$ cat config.mk
export PLATFORM = sky130hd
export DESIGN_NAME = mps_ram
export DESIGN_NICKNAME = d
export VERILOG_FILES = /design/src/rtl/core/mps_ram.sv
export SDC_FILE = /design/constraint.sdc
export NUM_CORES = 1
export LEC_CHECK = 0
export BUFFER_PORTS_ARGS = -buffer_cell sky130_fd_sc_hd__buf_4
export CAP_MARGIN = 20
export CORE_MARGIN = 4
export CORE_UTILIZATION = 65
export CTS_CLUSTER_DIAMETER = 60
export DETAILED_ROUTE_END_ITERATION = 12
export HOLD_SLACK_MARGIN = 0.05
export MAX_ROUTING_LAYER = met4
export PLACE_DENSITY = 0.84
export SLEW_MARGIN = 10
export SYNTH_ARGS = -nofsm -noshare
export SYNTH_HDL_FRONTEND = slang
export SYNTH_SLANG_ARGS = --single-unit
$ cat constraint.sdc
create_clock -name clk_i -period 4.1 [get_ports clk_i]
set_input_delay 0 -clock clk_i [delete_from_list [all_inputs] [get_ports clk_i]]
set_output_delay 0 -clock clk_i [all_outputs]
set_load 0.01 [all_outputs]
$ cat src/rtl/core/mps_ram.sv
// ----------------------------------------------------------------------------
// mps_ram
// Generic single-write, single-read RAM with a registered read port.
// ----------------------------------------------------------------------------
module mps_ram #(
  parameter int unsigned WIDTH = 8,
  parameter int unsigned DEPTH = 16
) (
  input  logic                     clk_i,
  input  logic                     we_i,
  input  logic [$clog2(DEPTH)-1:0] waddr_i,
  input  logic [WIDTH-1:0]         wdata_i,
  input  logic [$clog2(DEPTH)-1:0] raddr_i,
  output logic [WIDTH-1:0]         rdata_o
);

  logic [WIDTH-1:0] mem_q [DEPTH];
  logic [WIDTH-1:0] rdata_q;

  // Write one entry, read one entry
  always_ff @(posedge clk_i) begin
    if (we_i) begin
      mem_q[waddr_i] <= wdata_i;
    end
    rdata_q <= mem_q[raddr_i];
  end

  assign rdata_o = rdata_q;

endmodule
Word-level counts from Yosys, hierarchy flattened:

Memory sizes are Yosys's and may differ from the RTL's. A register that Yosys moved wholly into a read port is not among the register bits.
Index checks and enable logic that the tools add are counted.

* flip-flop bits (word level): 0
* bits in latches: 0
* bits in writable memories: 128
* ROM bits: 0
* input port bits: 18
* output and inout bits: 8
* logic and storage cells: 3
* memories kept: 1

* $add $sub $neg: 0
* $mul: 0
* divide/modulo/power cells: 0
* $lt $le $gt $ge: 0
* equality and inequality tests: 0
* shift-type cells: 0
* muxes and demuxes: 2
* bitwise operators: 0
* reduce and logical (&&, ||, !) cells: 0

Memories
* mem_q: depth 16, bits a word 8, read ports 1, clocked after Yosys merged registers in 1, write ports 1, RTL line 17 `logic [WIDTH-1:0] mem_q [DEPTH];`

Operator list (count)
* 2-to-1 mux 1 bit: 2

Depth between registers and ports, before layout:

Gate-level depths: netlist of the first run.

* depth in word-level cells: 2
* gate-level depth with buffers: 5
* mapped depth without buffers: 3

Worst setup path before layout of the first run:

OpenSTA, ideal clock, no wires.

* path type: in2reg
* start point: in waddr_i[2]
* end point: mem mem_q[0][0], enable pin
* library setup time: 383 ps
* arrival time: 1110 ps
* required time: 3717 ps
* path slack: 2607 ps
* cell stages on the path: 2
* path buffers: 0
* cell sequence: or3b_2 -> nor3_1

RTL lines
* from (decl): RTL line 11 `input logic [$clog2(DEPTH)-1:0] waddr_i,`
* to (decl): RTL line 17

Straight into the memory's write port.

Worst setup path in the final report of the first run:

* start point: in waddr_i[1]
* end point: mem mem_q[4][2], enable pin

Straight into the memory's write port.

==> impl_results.md, run 1 <==
* Post-Syn Instances at 229
* Die Span Y at 96.99 um
* Cts bufs inserted at 17
* Hpwl dp at 5.402 mm
* Synthesis-stage register bit count at 136
* Leakage power at 0.002023 uW
* Crit Path Max Fanout at 7
* Max-Cap Viols at 0
* Critical Path AT at 1720 ps
* Share of cells above drive strength 1 at 24.48%
* Ys flop type: edfxtp_1
* Clk_skew at 8.635 ps
* Diode count at 0
* Slew HR at 30.17%
* Crit-path max cell delay at 740 ps
* Final wirelength at 9.728 mm
* Most frequent cells in the layout: 128 x edfxtp_1, 27 x buf_4, 18 x mux4_2
* Mapped cell area at 5147 um2
* Clock tree buffer depth at 2
* Clock root buffer master: clkbuf_8
* CP Buf/Inv Count at 3
* Antenna-violating nets left at 0
* Vias per inst at 6.240
* Via count at 2446
* Pin count of the biggest net entering global routing at 33
* Starting DRT DRC Count at 241
* CP Launch Type: input pin
* Vias in the first global route at 2600
* Pwr Density at 497.7 nW/um2
* Worst-path clk slew at 60 ps
* Die W at 96.99 um
* Crit path max-delay family: buffers and inverters
* Post-layout minimum cycle time at 1540 ps
* Post-synth EDFFs at 128
* IO buf count at 25
* Global placer's final weighted congestion at 0.8053
* Worst-margin pin slew at 1044 ps
* H-tree lvl count at 4
* Status: finished, final reports clean
* Clock sink total at 136
* CP max-delay cell: dlygate4sd3_1
* Setup TNS at 0 ps
* WL/cell at 24.82 um
* Final Util at 77.72%
* Period utilization at 37.56%
* Tot GR Track Use at 23.58%
* Final number of setup-violating endpoints at 0
* Yosys top cell by area: edfxtp_1
* Final Total Pwr at 2989 uW
* Initial DRT Pass Iterations at 6
* Share of the synthesized area in the top cell type at 74.67%
* Fin nets at 295
* Sequential area share after synthesis at 77.78%
* Most common cell after layout, fill and taps aside: edfxtp_1
* Layout area overhead at 16.67%
* Synthesis Warnings at 0
* Total grt overflow at 0
* Synth unique cells at 19
* Synth area leaders: edfxtp_1 75%, mux4_2 7.9%, mux4_1 7.1%
* DIE AREA at 9407 um2
* Clk_lat worst skew at 500 ps
* CP cell instances: dlygate4sd3_1 > buf_4 > nor3_1 > dlygate4sd3_1
* Post-Syn Area per Cell at 22.48 um2
* DRC Markers at 0
* Setup CP Type: input pin to flop
* Final hold violations at 0
* Core Area at 7727 um2
* RSZ-0062 raised after global routing: no
* Post-CTS Setup Bufs at 0
* Io pins at 26
* Crit end category: flop
* Row cnt at 32
* Synth Net Count at 247
* Initial Util at 66.61%
* CP most frequent cell: dlygate4sd3_1
* Highest attainable clock frequency at 649.3 MHz
* Critical Path RT at 4280 ps
* Hold WC Path Type: input pin to flop
* Initial antenna violation count at 0
* Fin. max-slew vios at 0
* First-pass GRT wire length at 15.44 mm
* Post-synth ARST share at 0%
* VDD IR max at 0.0004232 V
* CTS tree: yes
Yosys cell counts (2+ instances only):
| master | count |
|---|---|
| nand2_1 | 9 |
| a22oi_1 | 16 |
| nand2b_1 | 2 |
| nor3_1 | 4 |
| mux4_1 | 14 |
| mux4_2 | 18 |
| dfxtp_1 | 8 |
| buf_6 | 3 |
| buf_2 | 3 |
| nand3b_1 | 2 |
| clkdlybuf4s25_2 | 3 |
| nor2_1 | 13 |
| edfxtp_1 | 128 |
stage by stage:
step           setup slack [ps]  hold WS [ps]  instance area [um2]  std cells
5_1_grt                    2481         77.54                 6006        392
2_1_floorplan              2607         98.87                 5147        229
3_3_place_gp               2360         304.6                 5391        348
3_5_place_dp               2295         318.2                 5391        348
4_1_cts                    2551         51.47                 6001        391
6_report                   2560         66.76                 6006        392
layout make-up:
cell class	count	area, um2
flip-flops and latches	136	4004
well taps	102	127.6
repair buffers	39	317.8
clock buffers	27	471.7
clock inverters	5	27.53
multi-input cells	83	1057
fillers	358	1722
report_power, final:
part           internal, uW  total [uW]  switching (uW)
Sequential             1560        1560            9.18
Clock                   771        1270             498
Combinational          71.5         155            83.8
per-layer routing:
layer / wire (um) / global-route usage [%]
met1: 3949 / 32.75
met2: 4889 / 35.08
met3: 767 / 7.066
met4: 123 / 6.156
met5: 0 / -
path summary, 6_finish.rpt:
check,startpoint,to,slack (ps),cells past startpoint
worst max register to register,mem_q[0][2]$_DFFE_PP_,rdata_o[2]$_DFF_P_,2670,3
worst max-delay path,waddr_i[1],mem_q[4][2]$_DFFE_PP_,2560,4
worst min-delay path,raddr_i[2],rdata_o[4]$_DFF_P_,70,4
worst min register to register,mem_q[14][4]$_DFFE_PP_,rdata_o[4]$_DFF_P_,660,3
worst min-delay path, delay by kind of cell:
kind	cells	cell delay [ps]
buffers and inverters	1	110
AOI/OAI and AO/OA	1	200
and+or+nand+nor	2	200
sequential cells by signal (all words and copies together), names as in the netlist:
name / flops
mem_q: 128
rdata_o: 8
repair_timing:
item | CTS | global route
resized for setup | 0 | 0
hold endpoints to repair | 156 | 0
hold buffers | 11 | 0
kinds of logic (layout without fill, tap and decap cells):
family	count (synthesis)	after routing	synth area share [%]
AND/OR/NAND/NOR	35	35	3.184
multiplexers	32	32	15.02
buffers and inverters	10	71	1.677
AO/OA/AOI/OAI	16	16	2.334
flip-flops	136	136	77.78
(Power assumes the default switching activity.)
==> inputs of run 2 (changes only) <==
--- a/config.mk
+++ b/config.mk
@@ -8,12 +8,12 @@
 export BUFFER_PORTS_ARGS = -buffer_cell sky130_fd_sc_hd__buf_4
 export CAP_MARGIN = 20
 export CORE_MARGIN = 4
-export CORE_UTILIZATION = 65
+export CORE_UTILIZATION = 54
 export CTS_CLUSTER_DIAMETER = 60
 export DETAILED_ROUTE_END_ITERATION = 12
 export HOLD_SLACK_MARGIN = 0.05
 export MAX_ROUTING_LAYER = met4
-export PLACE_DENSITY = 0.84
+export PLACE_DENSITY = 0.74
 export SLEW_MARGIN = 10
 export SYNTH_ARGS = -nofsm -noshare
 export SYNTH_HDL_FRONTEND = slang
==> constraint.sdc (replaced) <==
create_clock -name clk_i -period 1.4 [get_ports clk_i]
set_input_delay 0 -clock clk_i [delete_from_list [all_inputs] [get_ports clk_i]]
set_output_delay 0 -clock clk_i [all_outputs]
set_load 0.01 [all_outputs]
==> run 2 against run 1 <==
Worst hold slack worse by 12 ps. Total power grew to 3.4 times the previous value. Die area grew 19%. Global-route usage fell by 2.9 points. Critical path type is now flop to flop.
==> impl_results.md, run 2 (synthesized netlist as in run 1, its figures left out) <==
* Status: finished, final reports clean (unchanged)
* Highest attainable clock frequency at 740.7 MHz
* Io pins at 26 (unchanged)
* Clock root buffer master: clkbuf_8 (unchanged)
* Crit-path max cell delay at 510 ps (was 740 ps)
* Most frequent cells in the layout: 128 x edfxtp_1, 46 x buf_4, 18 x mux4_2 (was 128 x edfxtp_1, 27 x buf_4, 18 x mux4_2)
* Die W at 105.6 um (was 96.99 um)
* Most common cell after layout, fill and taps aside: edfxtp_1 (unchanged)
* CP max-delay cell: mux4_1 (was dlygate4sd3_1)
* Dpl cell area at 5620 um2 (was 5391 um2)
* Final number of setup-violating endpoints at 0 (unchanged)
* Initial Util at 55.71% (was 66.61%)
* Via count at 2529 (was 2446)
* Starting DRT DRC Count at 189 (was 241)
* Hold depth at 4 (unchanged)
* First-pass GRT wire length at 15.81 mm (was 15.44 mm)
* Critical Path AT at 1750 ps (was 1720 ps)
* Period utilization at 96.43%
* R2r worst-path depth at 3 (unchanged)
* Tot GR Track Use at 20.66% (was 23.58%)
* Layout area overhead at 25.01% (was 16.67%)
* Leakage power at 0.002226 uW (was 0.002023 uW)
* Hold WC Path Type: input pin to flop (unchanged)
* VDD IR max at 0.0008385 V (was 0.0004232 V)
* Final hold violations at 0 (unchanged)
* DIE AREA at 11160 um2 (was 9407 um2)
* Clock sink total at 136 (unchanged)
* Final wirelength at 10.25 mm (was 9.728 mm)
* Max FFs per register at 128 (unchanged)
* CP Buf/Inv Count at 0 (was 3)
* RSZ-0062 raised after global routing: no (unchanged)
* CTS tree: yes (unchanged)
* Max-Cap Viols at 0 (unchanged)
* Hpwl dp at 6.460 mm (was 5.402 mm)
* Post-route cell area at 6435 um2 (was 6006 um2)
* Global placer's final weighted congestion at 0.7936 (was 0.8053)
* Vias per inst at 5.735 (was 6.240)
* Post-layout minimum cycle time at 1350 ps
* Vias in the first global route at 2693 (was 2600)
* Final Util at 69.64% (was 77.72%)
* Initial DRT Pass Iterations at 4 (was 6)
* Crit Path Max Fanout at 1 (was 7)
* CP Launch Type: flop (was input pin)
* Diode count at 0 (unchanged)
* Fin nets at 317 (was 295)
* Cts bufs inserted at 17 (unchanged)
* Cell count along the critical path at 3 (was 4)
* Crit end category: flop (unchanged)
* Setup CP Type: flop to flop (was input pin to flop)
* Initial antenna violation count at 0 (unchanged)
* Pwr Density at 1582 nW/um2 (was 497.7 nW/um2)
* Largest Register: mem_q (unchanged)
* Die Span Y at 105.6 um (was 96.99 um)
* WL/cell at 23.23 um (was 24.82 um)
* H-tree lvl count at 4 (unchanged)
* Switching Fraction at 18.28% (was 19.78%)
* Crit path max-delay family: multiplexers (was buffers and inverters)
* Clock tree buffer depth at 2 (unchanged)
* Switching pwr at 1861 uW (was 591.2 uW)
* IO buf count at 25 (unchanged)
* Critical Path RT at 1800 ps (was 4280 ps)
* Clk_skew at 8.871 ps (was 8.635 ps)
* Worst-path clk slew at 60 ps (about the same)
* Antenna-violating nets left at 0 (unchanged)
* CP cell instances: mux4_1 > a22oi_1 > nand2_1 (was dlygate4sd3_1 > buf_4 > nor3_1 > dlygate4sd3_1)
* FILL cells at 566 (was 358)
* Setup TNS at 0 ps (unchanged)
* Clock power frac at 50.1% (was 42.4%)
* Pint at 8318 uW (was 2398 uW)
* DRC Markers at 0 (unchanged)
* Worst-margin pin slew at 444.9 ps (was 1044 ps)
* Fin. max-slew vios at 0 (unchanged)
* Share of cells above drive strength 1 at 31.73% (was 24.48%)
* Combinational power share at 4.9% (was 5.2%)
* Slew HR at 70.28% (was 30.17%)
* Clk_lat worst skew at 510 ps (was 500 ps)
* Pin count of the biggest net entering global routing at 18 (was 33)
* Area of the multi-input gates at 1062 um2 (was 1057 um2)
* Row cnt at 35 (was 32)
* Reg area at 4004 um2 (unchanged)
* Register share of total power at 45.0% (was 52.4%)
* Total grt overflow at 0 (unchanged)
* Post-CTS Setup Bufs at 0 (unchanged)
* Core Area at 9240 um2 (was 7727 um2)
-- run 2: final cells by class --
class / instances / share of cell area (%)
Clock buffer: 20 / 6.922
Tap cell: 129 / 2.508
Multi-Input combinational cell: 83 / 16.51
Timing Repair Buffer: 61 / 8.030
Clock inverter: 12 / 3.811
Sequential cell: 136 / 62.22
-- run 2: power by group through the flow --
stage               sequential, uW  clock, uW  combinational [uW]
global route                  4590       5350                 538
floorplan                     4670          0                 231
detailed placement            4670          0                 473
CTS                           4590       5160                 507
global placement              4660          0                 459
finish                        4580       5100                 499
-- run 2: worst register-to-register path, stage by stage, from the launching register on --
cell      delay (ps)
edfxtp_1         360
mux4_1           510
a22oi_1          260
nand2_1          100
-- run 2: worst paths after layout --
check	startpoint	endpoint	slack [ps]
worst max register to register	mem_q[1][3]$_DFFE_PP_	rdata_o[3]$_DFF_P_	50
worst max-delay path	mem_q[1][3]$_DFFE_PP_	rdata_o[3]$_DFF_P_	50
worst min-delay path	raddr_i[1]	rdata_o[5]$_DFF_P_	50
worst min register to register	mem_q[14][5]$_DFFE_PP_	rdata_o[5]$_DFF_P_	680
-- run 2: through the flow --
| stage | hold slack (ps) | std cells | setup WS (ps) | total power [uW] |
|---|---|---|---|---|
| floorplan | 98.87 | 229 | 133.9 | 4900 |
| global placement | 304.8 | 397 | -42.73 | 5122 |
| detailed placement | 317.1 | 397 | -59.09 | 5140 |
| CTS | 50.93 | 442 | 44.37 | 10250 |
| global route | 65.75 | 441 | 10.94 | 10470 |
| finish | 54.67 | 441 | 50.00 | 10180 |
-- run 2: what timing repair did --
| item | in CTS | in global routing |
|---|---|---|
| endpoints found under the setup margin | 0 | 8 |
| resized for setup | 0 | 1 |
| hold buffers | 13 | 0 |
| hold endpoints to repair | 163 | 0 |
-- run 2: metal layers --
metal	GRT usage (%)	share of wire (%)	up-vias
li1	-	-	1111
met1	27.30	41	1323
met2	32.24	52	85
met3	4.409	5.6	10
met4	7.493	1.0	0
met5	-	0	-
